$ cat config.mk
export PLATFORM = sky130hd
export DESIGN_NAME = http2_stream_state_machine_unit_flat
export DESIGN_NICKNAME = d
export VERILOG_FILES = /design/src/hdl/h2ssm_pkg.sv /design/src/hdl/h2ssm_if.sv /design/src/hdl/h2ssm_cfg.sv /design/src/hdl/h2ssm_core.sv /design/src/hdl/http2_stream_state_machine_unit.sv /design/src/flat_wrapper.sv
export SDC_FILE = /design/constraint.sdc
export NUM_CORES = 1
export LEC_CHECK = 0
export BUFFER_PORTS_ARGS = -buffer_cell sky130_fd_sc_hd__buf_2
export CORE_UTILIZATION = 51
export CTS_CLUSTER_DIAMETER = 40
export DETAILED_ROUTE_END_ITERATION = 8
export PLACE_DENSITY = 0.86
export SYNTH_ARGS = -nofsm -noshare
export SYNTH_HDL_FRONTEND = slang
export SYNTH_SLANG_ARGS = --single-unit
$ cat constraint.sdc
create_clock -name clk -period 5.5 [get_ports clk]
set_clock_uncertainty 0.1 [all_clocks]
set_input_delay 0.275 -clock clk [delete_from_list [all_inputs] [get_ports clk]]
set_output_delay 0.275 -clock clk [all_outputs]
set_load 0.05 [all_outputs]
$ cat src/hdl/h2ssm_pkg.sv
// Shared types and constants for the HTTP/2 stream state unit.
// No dependencies; used by the register block and the core.
`timescale 1ns / 1ps

package h2ssm_pkg;

    localparam int ADDR_W = 3;
    localparam logic [0:0] REG_DIRECTION = 1'd0;

    localparam logic [1:0] DIR_INBOUND  = 2'd1;
    localparam logic [1:0] DIR_OUTBOUND = 2'd2;

    localparam logic [7:0] FT_DATA     = 8'd0;
    localparam logic [7:0] FT_HEADERS  = 8'd1;
    localparam logic [7:0] FT_PRIORITY = 8'd2;
    localparam logic [7:0] FT_RST      = 8'd3;
    localparam logic [7:0] FT_WINDOW   = 8'd8;

    localparam logic [0:0] CMD_FRAME = 1'b0;
    localparam logic [0:0] CMD_FORCE = 1'b1;

    typedef enum logic [2:0] {
        EV_NONE    = 3'd0,
        EV_HEADERS = 3'd1,
        EV_DATA    = 3'd2,
        EV_PROTO   = 3'd3,
        EV_CLOSED  = 3'd4
    } event_t;

    typedef enum logic [2:0] {
        CODE_IDLE    = 3'd0,
        CODE_RES_LOC = 3'd1,
        CODE_RES_REM = 3'd2,
        CODE_OPEN    = 3'd3,
        CODE_HC_LOC  = 3'd4,
        CODE_HC_REM  = 3'd5,
        CODE_CLOSED  = 3'd6
    } state_code_t;

    typedef enum logic [6:0] {
        ST_IDLE    = 7'b0000001,
        ST_RES_LOC = 7'b0000010,
        ST_RES_REM = 7'b0000100,
        ST_OPEN    = 7'b0001000,
        ST_HC_LOC  = 7'b0010000,
        ST_HC_REM  = 7'b0100000,
        ST_CLOSED  = 7'b1000000
    } state_t;

    typedef struct packed {
        logic inbound;
        logic outbound;
    } dir_t;

    function automatic state_t from_code(input logic [2:0] code);
        state_t st;
        case (code)
            CODE_IDLE:    st = ST_IDLE;
            CODE_RES_LOC: st = ST_RES_LOC;
            CODE_RES_REM: st = ST_RES_REM;
            CODE_OPEN:    st = ST_OPEN;
            CODE_HC_LOC:  st = ST_HC_LOC;
            CODE_HC_REM:  st = ST_HC_REM;
            default:      st = ST_CLOSED;
        endcase
        return st;
    endfunction

    function automatic logic [2:0] to_code(input state_t st);
        logic [2:0] code;
        case (st)
            ST_IDLE:    code = CODE_IDLE;
            ST_RES_LOC: code = CODE_RES_LOC;
            ST_RES_REM: code = CODE_RES_REM;
            ST_OPEN:    code = CODE_OPEN;
            ST_HC_LOC:  code = CODE_HC_LOC;
            ST_HC_REM:  code = CODE_HC_REM;
            default:    code = CODE_CLOSED;
        endcase
        return code;
    endfunction

endpackage

$ cat src/hdl/h2ssm_if.sv
// Request channel interfaces: frame requests in, stream results out.
// Depends on nothing but plain logic types.
`timescale 1ns / 1ps

interface h2ssm_in_if;
    logic       valid;
    logic       ready;
    logic       cmd;
    logic [7:0] ftype;
    logic [7:0] frame_flags;
    logic [2:0] new_state;

    modport source (output valid, output cmd, output ftype, output frame_flags,
                    output new_state, input ready);
    modport sink   (input valid, input cmd, input ftype, input frame_flags,
                    input new_state, output ready);
endinterface

interface h2ssm_out_if;
    logic       valid;
    logic       ready;
    logic       forward;
    logic [2:0] event_res;
    logic       final_frame;
    logic [2:0] stream_state;

    modport source (output valid, output forward, output event_res, output final_frame,
                    output stream_state, input ready);
    modport sink   (input valid, input forward, input event_res, input final_frame,
                    input stream_state, output ready);
endinterface

$ cat src/hdl/h2ssm_cfg.sv
// APB-style register block holding the stream direction.
// Depends on h2ssm_pkg.
`timescale 1ns / 1ps

module h2ssm_cfg (
    input  logic                        clk,
    input  logic                        rst_n,
    input  logic                        psel,
    input  logic                        penable,
    input  logic                        pwrite,
    input  logic [h2ssm_pkg::ADDR_W-1:0] paddr,
    input  logic [31:0]                 pwdata,
    output logic [31:0]                 prdata,
    output logic                        pready,
    output h2ssm_pkg::dir_t             dir
);

    logic [1:0] direction_reg;
    logic [1:0] direction_next;
    logic       reg_hit;

    assign pready  = 1'b1;
    assign reg_hit = paddr[h2ssm_pkg::ADDR_W-1:2] == h2ssm_pkg::REG_DIRECTION;

    always_comb
    begin
        direction_next = direction_reg;
        if (psel && penable && pwrite && reg_hit)
        begin
            direction_next = pwdata[1:0];
        end
    end

    always_ff @(posedge clk or negedge rst_n)
    begin
        if (!rst_n)
        begin
            direction_reg <= 2'd0;
        end
        else
        begin
            direction_reg <= direction_next;
        end
    end

    assign prdata       = reg_hit ? {30'd0, direction_reg} : 32'd0;
    assign dir.inbound  = direction_reg == h2ssm_pkg::DIR_INBOUND;
    assign dir.outbound = direction_reg == h2ssm_pkg::DIR_OUTBOUND;

endmodule

$ cat src/hdl/h2ssm_core.sv
// Stream state core: input register, transition decode, state and result registers.
// Depends on h2ssm_pkg and the channel interfaces.
`timescale 1ns / 1ps

module h2ssm_core (
    input  logic                clk,
    input  logic                rst_n,
    input  h2ssm_pkg::dir_t     dir,
    h2ssm_in_if.sink            in_ch,
    h2ssm_out_if.source         out_ch
);

    logic                s1_valid_reg;
    logic                s1_cmd_reg;
    logic [7:0]          s1_type_reg;
    logic                s1_end_reg;
    logic [2:0]          s1_ns_reg;
    h2ssm_pkg::state_t   state_reg;
    h2ssm_pkg::state_t   state_next;
    logic                out_valid_reg;
    logic                fwd_reg;
    h2ssm_pkg::event_t   ev_reg;
    logic                fin_reg;
    logic [2:0]          code_reg;

    logic                fwd_next;
    h2ssm_pkg::event_t   ev_next;
    logic                fin_next;
    logic                advance;
    logic                in_take;
    logic                inb;
    logic                outb;
    logic                is_data;
    logic                is_hdr;
    logic                is_pri;
    logic                is_rst;
    logic                is_win;

    assign advance  = s1_valid_reg && (!out_valid_reg || out_ch.ready);
    assign in_ch.ready = !s1_valid_reg || advance;
    assign in_take  = in_ch.valid && in_ch.ready;

    assign inb     = dir.inbound;
    assign outb    = dir.outbound;
    assign is_data = s1_type_reg == h2ssm_pkg::FT_DATA;
    assign is_hdr  = s1_type_reg == h2ssm_pkg::FT_HEADERS;
    assign is_pri  = s1_type_reg == h2ssm_pkg::FT_PRIORITY;
    assign is_rst  = s1_type_reg == h2ssm_pkg::FT_RST;
    assign is_win  = s1_type_reg == h2ssm_pkg::FT_WINDOW;

    always_comb
    begin
        state_next = state_reg;
        fwd_next   = 1'b0;
        ev_next    = h2ssm_pkg::EV_NONE;
        fin_next   = 1'b0;
        if (s1_cmd_reg == h2ssm_pkg::CMD_FORCE)
        begin
            state_next = h2ssm_pkg::from_code(s1_ns_reg);
        end
        else
        begin
            case (state_reg)
                h2ssm_pkg::ST_IDLE:
                begin
                    if (is_hdr)
                    begin
                        state_next = h2ssm_pkg::ST_OPEN;
                        fwd_next   = outb;
                        if (inb)
                        begin
                            ev_next = h2ssm_pkg::EV_HEADERS;
                        end
                    end
                    else if (is_pri)
                    begin
                        fwd_next = outb;
                    end
                    else
                    begin
                        state_next = h2ssm_pkg::ST_CLOSED;
                        ev_next    = h2ssm_pkg::EV_PROTO;
                    end
                end
                h2ssm_pkg::ST_RES_LOC:
                begin
                    if (is_rst)
                    begin
                        fwd_next   = outb;
                        state_next = h2ssm_pkg::ST_CLOSED;
                    end
                    else if (outb)
                    begin
                        if (is_hdr)
                        begin
                            fwd_next   = 1'b1;
                            state_next = h2ssm_pkg::ST_HC_REM;
                        end
                        else if (is_pri)
                        begin
                            fwd_next = 1'b1;
                        end
                    end
                    else
                    begin
                        state_next = h2ssm_pkg::ST_CLOSED;
                        ev_next    = h2ssm_pkg::EV_PROTO;
                    end
                end
                h2ssm_pkg::ST_RES_REM:
                begin
                    if (is_rst)
                    begin
                        fwd_next   = outb;
                        state_next = h2ssm_pkg::ST_CLOSED;
                    end
                    else if (is_pri || is_win)
                    begin
                        fwd_next = outb;
                    end
                    else if (inb && is_hdr)
                    begin
                        state_next = h2ssm_pkg::ST_HC_LOC;
                        ev_next    = h2ssm_pkg::EV_HEADERS;
                    end
                end
                h2ssm_pkg::ST_OPEN:
                begin
                    fwd_next = outb;
                    if (is_rst)
                    begin
                        state_next = h2ssm_pkg::ST_CLOSED;
                    end
                    else if (is_data)
                    begin
                        if (s1_end_reg)
                        begin
                            fin_next   = 1'b1;
                            state_next = inb ? h2ssm_pkg::ST_HC_REM : h2ssm_pkg::ST_HC_LOC;
                        end
                        if (inb)
                        begin
                            ev_next = h2ssm_pkg::EV_DATA;
                        end
                    end
                end
                h2ssm_pkg::ST_HC_LOC:
                begin
                    if (is_rst)
                    begin
                        fwd_next   = outb;
                        state_next = h2ssm_pkg::ST_CLOSED;
                    end
                    else if (inb)
                    begin
                        if (s1_end_reg)
                        begin
                            state_next = h2ssm_pkg::ST_CLOSED;
                        end
                    end
                    else if (is_win || is_pri)
                    begin
                        fwd_next = outb;
                    end
                end
                h2ssm_pkg::ST_HC_REM:
                begin
                    if (inb)
                    begin
                        if (!(is_win || is_pri || is_rst))
                        begin
                            state_next = h2ssm_pkg::ST_CLOSED;
                            ev_next    = h2ssm_pkg::EV_CLOSED;
                        end
                    end
                    else if (is_rst || (is_data && s1_end_reg))
                    begin
                        state_next = h2ssm_pkg::ST_CLOSED;
                        fwd_next   = outb;
                    end
                    else
                    begin
                        fwd_next = 1'b1;
                    end
                end
                default:
                begin
                    state_next = state_reg;
                end
            endcase
        end
    end

    always_ff @(posedge clk or negedge rst_n)
    begin
        if (!rst_n)
        begin
            s1_valid_reg  <= 1'b0;
            out_valid_reg <= 1'b0;
            state_reg     <= h2ssm_pkg::ST_IDLE;
        end
        else
        begin
            if (in_ch.ready)
            begin
                s1_valid_reg <= in_ch.valid;
            end
            if (advance)
            begin
                out_valid_reg <= 1'b1;
                state_reg     <= state_next;
            end
            else if (out_ch.ready)
            begin
                out_valid_reg <= 1'b0;
            end
        end
    end

    always_ff @(posedge clk)
    begin
        if (in_take)
        begin
            s1_cmd_reg  <= in_ch.cmd;
            s1_type_reg <= in_ch.ftype;
            s1_end_reg  <= in_ch.frame_flags[0];
            s1_ns_reg   <= in_ch.new_state;
        end
        if (advance)
        begin
            fwd_reg  <= fwd_next;
            ev_reg   <= ev_next;
            fin_reg  <= fin_next;
            code_reg <= h2ssm_pkg::to_code(state_next);
        end
    end

    assign out_ch.valid        = out_valid_reg;
    assign out_ch.forward      = fwd_reg;
    assign out_ch.event_res    = ev_reg;
    assign out_ch.final_frame  = fin_reg;
    assign out_ch.stream_state = code_reg;

endmodule

$ cat src/hdl/http2_stream_state_machine_unit.sv
// Top level of the HTTP/2 stream state unit: register block plus state core.
// Depends on h2ssm_pkg, h2ssm_if, h2ssm_cfg and h2ssm_core.
//
// Usage:
//   in_ch carries one request per accepted valid/ready beat: either a frame
//   (cmd = frame, ftype, frame_flags) or a forced load of new_state.
//   out_ch returns exactly one result per request: forward, event_res,
//   final_frame and the stream_state after the request.
//   The APB port holds the direction register at address 0; write it only
//   while no request is in flight.
//   out_ch.valid rises after a request passes the input register, then the
//   result register, so the result is registered. Throughput is one request
//   per cycle while out_ch.ready is high, set by the single state register
//   that each request reads and updates.
//   When out_ch.ready is low the result register holds; one more request is
//   taken into the input register, after which in_ch.ready drops until the
//   result is taken.
//   Reset puts the stream in idle, direction to not set, both channels empty.
`timescale 1ns / 1ps

module http2_stream_state_machine_unit (
    input  logic                        clk,
    input  logic                        rst_n,
    input  logic                        psel,
    input  logic                        penable,
    input  logic                        pwrite,
    input  logic [h2ssm_pkg::ADDR_W-1:0] paddr,
    input  logic [31:0]                 pwdata,
    output logic [31:0]                 prdata,
    output logic                        pready,
    h2ssm_in_if.sink                    in_ch,
    h2ssm_out_if.source                 out_ch
);

    h2ssm_pkg::dir_t dir;

    h2ssm_cfg u_cfg (
        .clk     (clk),
        .rst_n   (rst_n),
        .psel    (psel),
        .penable (penable),
        .pwrite  (pwrite),
        .paddr   (paddr),
        .pwdata  (pwdata),
        .prdata  (prdata),
        .pready  (pready),
        .dir     (dir)
    );

    h2ssm_core u_core (
        .clk    (clk),
        .rst_n  (rst_n),
        .dir    (dir),
        .in_ch  (in_ch),
        .out_ch (out_ch)
    );

endmodule

$ cat src/flat_wrapper.sv
// flat-port wrapper written by rule: the top's interface ports become plain ports
module http2_stream_state_machine_unit_flat 
  (clk, rst_n, psel, penable, pwrite, paddr, pwdata, prdata, pready, in_ch_valid, in_ch_cmd, in_ch_ftype, in_ch_frame_flags, in_ch_new_state, in_ch_ready, out_ch_valid, out_ch_forward, out_ch_event_res, out_ch_final_frame, out_ch_stream_state, out_ch_ready);
  h2ssm_in_if in_ch_i ();
  h2ssm_out_if out_ch_i ();
  input  logic clk;
  input  logic rst_n;
  input  logic psel;
  input  logic penable;
  input  logic pwrite;
  input  logic [h2ssm_pkg::ADDR_W-1:0] paddr;
  input  logic [31:0] pwdata;
  output logic [31:0] prdata;
  output logic pready;
  input wire logic [$bits(in_ch_i.valid)-1:0] in_ch_valid;
  input wire logic [$bits(in_ch_i.cmd)-1:0] in_ch_cmd;
  input wire logic [$bits(in_ch_i.ftype)-1:0] in_ch_ftype;
  input wire logic [$bits(in_ch_i.frame_flags)-1:0] in_ch_frame_flags;
  input wire logic [$bits(in_ch_i.new_state)-1:0] in_ch_new_state;
  output wire logic [$bits(in_ch_i.ready)-1:0] in_ch_ready;
  output wire logic [$bits(out_ch_i.valid)-1:0] out_ch_valid;
  output wire logic [$bits(out_ch_i.forward)-1:0] out_ch_forward;
  output wire logic [$bits(out_ch_i.event_res)-1:0] out_ch_event_res;
  output wire logic [$bits(out_ch_i.final_frame)-1:0] out_ch_final_frame;
  output wire logic [$bits(out_ch_i.stream_state)-1:0] out_ch_stream_state;
  input wire logic [$bits(out_ch_i.ready)-1:0] out_ch_ready;
  assign in_ch_i.valid = in_ch_valid;
  assign in_ch_i.cmd = in_ch_cmd;
  assign in_ch_i.ftype = in_ch_ftype;
  assign in_ch_i.frame_flags = in_ch_frame_flags;
  assign in_ch_i.new_state = in_ch_new_state;
  assign in_ch_ready = in_ch_i.ready;
  assign out_ch_valid = out_ch_i.valid;
  assign out_ch_forward = out_ch_i.forward;
  assign out_ch_event_res = out_ch_i.event_res;
  assign out_ch_final_frame = out_ch_i.final_frame;
  assign out_ch_stream_state = out_ch_i.stream_state;
  assign out_ch_i.ready = out_ch_ready;
  http2_stream_state_machine_unit u_core (.clk(clk), .rst_n(rst_n), .psel(psel), .penable(penable), .pwrite(pwrite), .paddr(paddr), .pwdata(pwdata), .prdata(prdata), .pready(pready), .in_ch(in_ch_i), .out_ch(out_ch_i));
endmodule
# Yosys cells after proc, flatten, opt, wreduce, memory -nomap -nowiden
# Cells that the tools add are included.
[word_totals] register_bits=32 input_bits=62 output_inout_bits=43 wordCells=109
[classes] eq_ne=23 muxes=53 bitwise=3 reduce_logical=18
[op_table] operator="2-to-1 mux 7 bit" count=18
[op_table] operator="one-hot mux 7 bit (6 select lines)" count=2
[op_table] operator="2-to-1 mux 1 bit" count=19
[op_table] operator="one-hot mux 3 bit (6 select lines)" count=1
[op_table] operator="== test 8 x 2 -> 1 bit, second input constant" count=2
[op_table] operator="one-hot mux 3 bit (5 select lines)" count=1
[op_table] operator="== test 7 x 1 -> 1 bit, second input constant" count=2
[op_table] operator="== test 7 x 2 -> 1 bit, second input constant" count=2
[op_table] operator="== test 7 x 3 -> 1 bit, second input constant" count=2
[op_table] operator="== test 7 x 4 -> 1 bit, second input constant" count=2
[op_table] operator="== test 7 x 5 -> 1 bit, second input constant" count=2
[op_table] operator="== test 7 x 6 -> 1 bit, second input constant" count=2
[op_table] operator="2-to-1 mux 2 bit" count=7
[op_table] operator="2-to-1 mux 3 bit" count=3
[op_table] operator="== test 8 x 1 -> 1 bit, second input constant" count=1
[op_table] operator="== test 8 x 4 -> 1 bit, second input constant" count=1
[op_table] operator="zero test 8 bit" count=1
[op_table] operator="logical AND 1 bit" count=7
[op_table] operator="== test 3 x 2 -> 1 bit, second input constant" count=2
[op_table] operator="== test 3 bit, second input constant" count=2
[op_table] operator="2-to-1 mux 6 bit" count=1
[op_table] operator="one-hot mux 1 bit (6 select lines)" count=1
[op_table] operator="logical OR 1 bit" count=5
[op_table] operator="OR reduction 4 bit" count=1
[op_table] operator="7 further kinds" count=10

# Depth between registers and ports, before layout
# Gate-level depths: netlist of the first run.
[depth] depth_word=9 depth_mapped=10 ltp_nobuf=8

# Hierarchy
# From an unflattened synthesis of the first run, not the netlist that was laid out.
[unflattened] cells_unflattened=271 hier_area_um2=2502.4
[modules_own_cells] mod="h2ssm_core" instances=1 cells_per_inst=229 area_each_um2=2128.3 seq_area_each_um2=857.1
[modules_own_cells] mod="h2ssm_cfg" instances=1 cells_per_inst=42 area_each_um2=374.1 seq_area_each_um2=50.0

# Least setup slack after synthesis of the first run
# Ideal clock, no wire load.
[synth_path] path_kind="reg2reg" start="reg u_core.u_core.s1_type_reg[1]" end="reg u_core.u_core.code_reg[2], in the netlist u_core.u_core.out_ch.stream_state[2], data pin" setup_time_ns=0.267 arrival_ns=3.007 required_ns=5.133 path_slack_ns=2.126 path_stages_with_launch=11 n_path_buf=2 synth_period_minus_slack_ns=3.374 path_cell_list="edfxtp_1 > buf_6 > or4b_4 > or3_1 > a22o_1 > a211o_1 > or3_1 > buf_2 > a22o_1 > a2111oi_0 > o21ai_1"
[synth_between] elab_chain_cells=9 word_cells_on_any_way=33 classes_between="eq/ne (10); mux (17); reduce/logical (6)"
[synth_lines] item="start: declaration" line_no="h2ssm_core.sv:15" rtl="logic [7:0] s1_type_reg;"
[synth_lines] item="start signal: assignment" line_no="h2ssm_core.sv:225" rtl="s1_type_reg <= in_ch.ftype;"
[synth_lines] item="== test 8 x 1 -> 1 bit, or another cell as far along" line_no="h2ssm_core.sv:46" rtl="assign is_hdr = s1_type_reg == h2ssm_pkg::FT_HEADERS;"
[synth_lines] item="logical AND 1 bit, or another cell as far along" line_no="h2ssm_core.sv:121" rtl="else if (inb && is_hdr)"
[synth_lines] item="2-to-1 mux 7 bit, or another cell as far along" line_no="h2ssm_core.sv:121"
[synth_lines] item="2-to-1 mux 7 bit, on equally long branches" line_no="h2ssm_core.sv:117, h2ssm_core.sv:170, h2ssm_core.sv:176"
[synth_lines] item="2-to-1 mux 7 bit, on equally long branches" line_no="h2ssm_core.sv:112, h2ssm_core.sv:168"
[synth_lines] item="one-hot mux 7 bit (6 select lines) *" line_no="h2ssm_core.sv:63" rtl="case (state_reg)"
[synth_lines] item="2-to-1 mux 7 bit *" line_no="h2ssm_core.sv:57" rtl="if (s1_cmd_reg == h2ssm_pkg::CMD_FORCE)"
[synth_lines] item="== test 7 x 6 -> 1 bit, or another cell as far along" line_no="h2ssm_pkg.sv:71" rtl="case (st)"
[synth_lines] item="one-hot mux 3 bit (6 select lines) *" line_no="h2ssm_pkg.sv:71"
[synth_lines] item="end signal: assignment" line_no="h2ssm_core.sv:234" rtl="code_reg <= h2ssm_pkg::to_code(state_next);"
[synth_lines] item="end: declaration" line_no="h2ssm_core.sv:24" rtl="logic [2:0] code_reg;"
# Mark *: on every way between the ends. The rest lies on a longest branch, timed or not.
# A chain may end at the register's enable or synchronous reset.

# Final worst setup path of the first run
# Ends and elaborated chain as after synthesis.

==> metrics.log, run 1 <==
INFO  metric worst_ep_required_time = 5.43 ns
INFO  metric total_global_route_track_usage = 21.6%
INFO  metric synthTopCellsByArea = edfxtp_1 (28%), dfrtp_1 (11%), buf_4 (10%), mux2_2 (4.5%), nor2_1 (3.0%)
INFO  metric critPathCaptureType = register
INFO  metric timing.final.max_slew_violations = 0
INFO  metric dp_hpwl = 3.51 mm
INFO  metric fp.coreArea = 0.00412 sq mm
INFO  metric detailedPlace.worstSlack = 1.91 ns
INFO  metric antenna_left = 0
INFO  metric hold-path-endpoint = u_core.u_core.s1_end_reg
INFO  metric final_critical_path_setup_slack = 1.89 ns
INFO  metric routed_wire_length_per_instance = 14.3 microns
INFO  metric number_of_flip_flops_under_the_largest_register_name = 8
INFO  metric post_synth_top_cells = buf_4 (31), edfxtp_1 (21), nor2_1 (18), dfrtp_1 (10)
INFO  metric cts_made_buffers = 5
INFO  metric floorplan.die.height = between 60 and 70 microns
INFO  metric critPathLaunchType = register
INFO  metric crit_arrival = between 3 and 4 ns
INFO  metric finalCriticalPeriod = 3.61 ns
INFO  metric regToRegStartpoint = u_core.u_core.s1_type_reg[1]
INFO  metric synthToLayoutAreaGrowth = 8.08%
INFO  metric relSlewSlack = ~30%
INFO  metric initial_antenna_violation_count = 0
INFO  metric gp_congestion = roughly 0.93
INFO  metric timing.hold.worst.start = in_ch_frame_flags[0]
INFO  metric drt-total-wl = 4.57 mm
INFO  metric clock_path_buffers = 2
INFO  metric fraction_of_the_yosys_area_taken_by_sequential_cells = 40.1%
INFO  metric max_freq = 277 MHz
INFO  metric nets = 330
INFO  metric hold_viol_final = 0
INFO  metric clock_sink_count = 32
INFO  metric finalCritPeriodShare = 65.6%
INFO  metric dpl.cell_count = 310
INFO  metric clock_tree_root_driver_cell = clkbuf_8
INFO  metric total_of_fill_cells_in_the_finished_design = 353
INFO  metric rows = 23
INFO  metric setup_repair_after_global_routing_missed_its_margin = no
INFO  metric setup_total_negative_slack = 0 ns
INFO  metric ir_worst_vdd = 0.212 mV
INFO  metric worst_pin_slew = 1.03 ns
INFO  metric post_synth_num_cell_types = 55
INFO  metric grt_max_degree = 17
INFO  metric post_cts_buffers = 0
INFO  metric stdcell_count = between 300 and 400
INFO  metric p_leak = 1.01 nW
INFO  metric yosys.cell_count.top_type = buf_4
INFO  metric drive_above_1_share = 21.2%
INFO  metric synth_async_sr_flop_share = 34.4%
INFO  metric drcViolationCount = 0
INFO  metric clk_pin_slew_worst_paths = 0.07 ns
INFO  metric power.density = roughly 350 mW/mm^2
INFO  metric synth_top_area_share = 27.9%
INFO  metric synth.yosys.warnings = 0
INFO  metric max-cap-violations = 0
INFO  metric dr_total_vias = 1824
INFO  metric drt-vias-per-instance = 5.72
INFO  metric whs = 0.0581 ns
INFO  metric worst-setup-path-type = register to register
INFO  metric synth_area_per_cell = 9.49 sq um
INFO  metric cell_depth_of_the_worst_min_delay_path = 1
INFO  metric timing.critical_path.fanout_max = 8
INFO  metric drt_first_iter_violations = roughly 120
INFO  metric ios = between 100 and 150
INFO  metric netlist.top_cell.by_area = edfxtp_1
INFO  metric worstReg2RegEnd = u_core.u_core.out_ch.stream_state[2]
INFO  metric floorplan.die.width = 68.6 microns
INFO  metric cts_tree = done
INFO  metric floorplan.initialDensity = 54.9%
INFO  metric setup-violations-final = 0
INFO  metric num_antenna_cells = 0
INFO  metric ys.flop_type = edfxtp_1
INFO  metric grt_pass1_vias = 1507
INFO  metric cts-htree-levels = 2
INFO  metric post_synth_inst_count = 238
INFO  metric synth_enable_flop_cells = 21
INFO  metric grt_overflow_total = 0
INFO  metric synth-seq-cells = 32
INFO  metric global_route_wire_length_before_repair = 7.34 mm
INFO  metric reg2reg_setup_slack = 1.89 ns
INFO  metric buffer_ports.inserted = 34
INFO  metric detail_route.first_pass.iterations = 4
INFO  metric outcome = completed
INFO  metric worst_r2r_path_depth = 8
INFO  metric clock_latency_of_the_later_clocked_register_in_the_worst_skew_pair = 0.29 ns
INFO  metric design.die.area = 0.00470 sq mm
INFO  metric netlist_area = 0.00226 sq mm
INFO  metric hp-class = primary input to register
## critical path, stage by stage (launching register included)
cell,delay [ns]
edfxtp_1,0.50
or4b_4,0.56
or3_1,0.37
a22o_1,0.26
a211o_1,0.28
or3_1,0.48
a22o_1,0.27
a2111oi_0,0.40
o21ai_1,0.13
## area by class of cell
| cell class | count | area [sq um] | area share (%) |
|---|---|---|---|
| Clock buffer | 6 | 93.8 | 3.84 |
| Sequential cell | 32 | 907 | 37.1 |
| Multi-Input combinational cell | 187 | 1160 | 47.3 |
| Clock inverter | 2 | 16.3 | 0.666 |
| Tap cell | 50 | 62.6 | 2.56 |
| Inverter | 7 | 26.3 | 1.08 |
| Timing Repair Buffer | 35 | 180 | 7.38 |
## through the flow
step,util [%],instance area (sq um),power (mW)
CTS,59.3,2440,0.864
detailed placement,56.4,2320,0.653
global route,59.3,2440,0.913
global placement,56.4,2320,0.646
finish,59.3,2440,0.864
floorplan,-,2370,0.612
## routing by layer
layer	wire, microns	global-route usage (%)
met1	2010	29.9
met2	2120	32.1
met3	373	5.43
met4	63	8.59
met5	0	0
## power by group
part	total [mW]	switching, mW	internal, mW
logic	0.309	0.206	0.104
clock network	0.209	0.0910	0.118
registers	0.346	0.0543	0.292
total	0.864	0.351	0.513
## cells by family after synthesis
family / Yosys count / share of synthesized area [%]
AO/OA/AOI/OAI: 54 / 16.7
XOR/XNOR: 5 / 1.94
adder cells (fa/ha/maj): 1 / 0.443
buffers and inverters: 48 / 13.5
flip-flops: 32 / 40.1
multiplexers: 10 / 4.93
other: 2 / 0.332
AND/OR/NAND/NOR: 86 / 22.0
## layout by cell type, fill, tap and decap left out, drive strengths merged, types with 2 or more instances in the layout
cell type  Yosys  routed
a2111oi        3       3
o21a           4       4
nand3          9       9
xor2           5       5
nor3           7       7
clkbuf         8       6
nor2          18      18
edfxtp        21      21
nor4bb         2       2
o211ai         4       4
nor3b          4       4
a31oi          4       4
conb           2      31
and3           6       6
a21o           2       2
a22o           2       2
o211a          2       2
dfrtp         10      10
or3            3       3
a211oi         3       3
inv            7       8
o41ai          3       3
and2           4       4
nand2          9       9
nand4b         2       2
nor2b          3       3
nand3b         4       4
buf           33      34
mux2           9       9
nand2b         5       5
a21oi          9       9
o21ai         10      10
nor4           4       4
## worst max-delay path by stage
stage                                      start                                    to  slack, ns
global route        u_core.u_core.s1_type_reg[1]  u_core.u_core.out_ch.stream_state[2]       1.79
CTS                 u_core.u_core.s1_type_reg[1]  u_core.u_core.out_ch.stream_state[2]       1.91
finish              u_core.u_core.s1_type_reg[1]  u_core.u_core.out_ch.stream_state[2]       1.89
global placement    u_core.u_core.s1_type_reg[1]  u_core.u_core.out_ch.stream_state[2]       1.91
floorplan           u_core.u_core.s1_type_reg[1]  u_core.u_core.out_ch.stream_state[2]       2.13
detailed placement  u_core.u_core.s1_type_reg[1]  u_core.u_core.out_ch.stream_state[2]       1.91
## what timing repair did
action	4_1_cts	5_1_grt
resized for setup	0	0
endpoints found under the hold margin	10	0
endpoints found under the setup margin	0	0
hold buffers	1	0
No activity file was read; power rests on OpenSTA's default activity.
==> run 2: changes to the inputs <==
Settings changed: CORE_UTILIZATION 51 to 43, PLACE_DENSITY 0.86 to 0.78.
Clock period 5.5 ns to 3.11 ns, I/O delays scaled along.
==> metrics.log, run 2 (synthesis gave the netlist of run 1 again) <==
INFO  metric outcome = finished with violations
INFO  metric failed_checks = setup timing
INFO  metric ir_worst_vdd = approximately 0.38 mV
INFO  metric whs = 0.0184 ns
INFO  metric crit_arrival = 3.32 ns
INFO  metric total_global_route_track_usage = a little over a fifth
INFO  metric grt_max_degree = 17
INFO  metric drt-total-wl = roughly 5.7 mm
INFO  metric worst_pin_slew = about 0.66 ns
INFO  metric cts_made_buffers = 5
INFO  metric fp.coreArea = ~0.0051 sq mm
INFO  metric num_antenna_cells = 0
INFO  metric power.density = between 500 and 600 mW/mm^2
INFO  metric relSlewSlack = 55.6%
INFO  metric finalCriticalPeriod = 3.28 ns
INFO  metric detailedPlace.worstSlack = -0.158 ns
INFO  metric synthToLayoutAreaGrowth = 29.0%
INFO  metric worst_r2r_path_depth = 8
INFO  metric clock_path_buffers = 2
INFO  metric antenna_left = 0
INFO  metric grt_overflow_total = 0
INFO  metric hold_viol_final = 0
INFO  metric floorplan.die.height = around 74 microns
INFO  metric grt_pass1_vias = 1894
INFO  metric critPathCaptureType = register
INFO  metric report.power.total = between 1.5 and 2 mW
INFO  metric final_cell_mix = buf_4 (39), buf_2 (34), conb_1 (31), edfxtp_1 (21), nor2_1 (18)
INFO  metric dr_total_vias = 2070
INFO  metric design.die.area = 0.00555 sq mm
INFO  metric initial_antenna_violation_count = 0
INFO  metric floorplan.initialDensity = 44.5%
INFO  metric p_leak = roughly 1.3 nW
INFO  metric worst_ep_required_time = ~3.2 ns
INFO  metric setup_repair_after_global_routing_missed_its_margin = yes
INFO  metric timing.critical_path.fanout_max = 5
INFO  metric routed_wire_length_per_instance = about 14 microns
INFO  metric critPathLaunchType = register
INFO  metric final_cell_area = 0.00292 sq mm
INFO  metric global_route_wire_length_before_repair = 8.94 mm
INFO  metric cell_depth_of_the_worst_min_delay_path = 2
INFO  metric gp_congestion = approximately 0.92
INFO  metric timing.final.max_slew_violations = 0
INFO  metric cts_tree = done
INFO  metric setup_total_negative_slack = -0.458 ns
INFO  metric max-cap-violations = 0
INFO  metric nets = 383
INFO  metric drt_first_iter_violations = 192
INFO  metric rows = 26
INFO  metric setup-violations-final = 3
INFO  metric dp_hpwl = 3.89 mm
INFO  metric max_freq = 305 MHz
INFO  metric layout_commonest_cell = buf_4
INFO  metric number_of_flip_flops_under_the_largest_register_name = 8
INFO  metric floorplan.die.width = about 74 microns
INFO  metric dpl-instance-area = ~0.0026 sq mm
INFO  metric drive_above_1_share = 31.7%
INFO  metric cts-htree-levels = 2
INFO  metric finalCritPeriodShare = 106%
INFO  metric final_critical_path_setup_slack = -0.174 ns
INFO  metric clock_latency_of_the_later_clocked_register_in_the_worst_skew_pair = 0.28 ns
INFO  metric detail_route.first_pass.iterations = 5
INFO  metric buffer_ports.inserted = 34
INFO  metric ios = ~110
INFO  metric clock_sink_count = 32
INFO  metric clock_tree_root_driver_cell = clkbuf_8
INFO  metric drt-vias-per-instance = 5.28
INFO  metric worst-setup-path-type = register to register
INFO  metric drcViolationCount = 0
INFO  metric hp-class = primary input to register
INFO  metric clk_pin_slew_worst_paths = 0.07 ns
## run 2: where the power goes
group	switching (mW)	total (mW)	internal (mW)	leakage, nW
combinational	0.477	0.786	0.309	0.890
sequential	0.0328	0.549	0.516	0.333
clock	0.157	0.313	0.156	0.0412
total	0.667	1.65	0.982	1.26
## run 2: timing repair
item | in CTS | in global routing
hold buffers | 15 | 0
buffers inserted | 3 | 2
pin swaps | 1 | 0
gates resized for setup | 3 | 2
hold endpoints to repair | 25 | 0
endpoints found under the setup margin | 3 | 3
## run 2: path summary, 6_finish.rpt
| kind | from | end | slack [ns] |
|---|---|---|---|
| max | u_core.u_core.s1_type_reg[4] | u_core.u_core.out_ch.stream_state[0] | -0.17 |
| min | pwdata[0] | u_core.u_cfg.direction_reg[0] | 0.02 |
| max reg2reg | u_core.u_core.s1_type_reg[4] | u_core.u_core.out_ch.stream_state[0] | -0.17 |
| min reg2reg | u_core.u_core.s1_valid_reg | u_core.u_core.out_ch.valid | 0.39 |
| max in group asynchronous | rst_n | u_core.u_core.state_reg[0] | 2.47 |
| min in group asynchronous | rst_n | u_core.u_cfg.direction_reg[1] | 0.17 |
## run 2: final cells by class
| class | count | area, sq um |
|---|---|---|
| sequential | 32 | 907 |
| inverter | 7 | 26.3 |
| fill | 442 | 2160 |
| clock buffer | 6 | 72.6 |
| timing repair buffer | 88 | 613 |
| clock inverter | 2 | 12.5 |
| multi-input combinational | 187 | 1200 |
| tap | 70 | 87.6 |
## run 2: metrics by stage
stage / util [%] / std cells
floorplan: - / 267
global placement: 51.5 / 364
detailed placement: 51.5 / 364
CTS: 56.9 / 390
global route: 57.4 / 392
finish: 57.4 / 392
## run 2: worst max-delay path: stages (launching register included)
cell      delay, ns
edfxtp_1       0.43
or4b_4         0.56
or3_4          0.39
a22o_1         0.25
a211o_1        0.27
or3_4          0.38
a22o_4         0.25
or3b_1         0.38
a21oi_1        0.12
## run 2: layer usage
metal	vias to the layer above	wire length (microns)	part of all wire (%)	GRT usage (%)
li1	993	-	-	-
met1	959	2350	41	27.9
met2	110	2880	51	36.8
met3	8	376	6.6	4.34
met4	0	75	1.3	6.08
met5	-	0	0	0
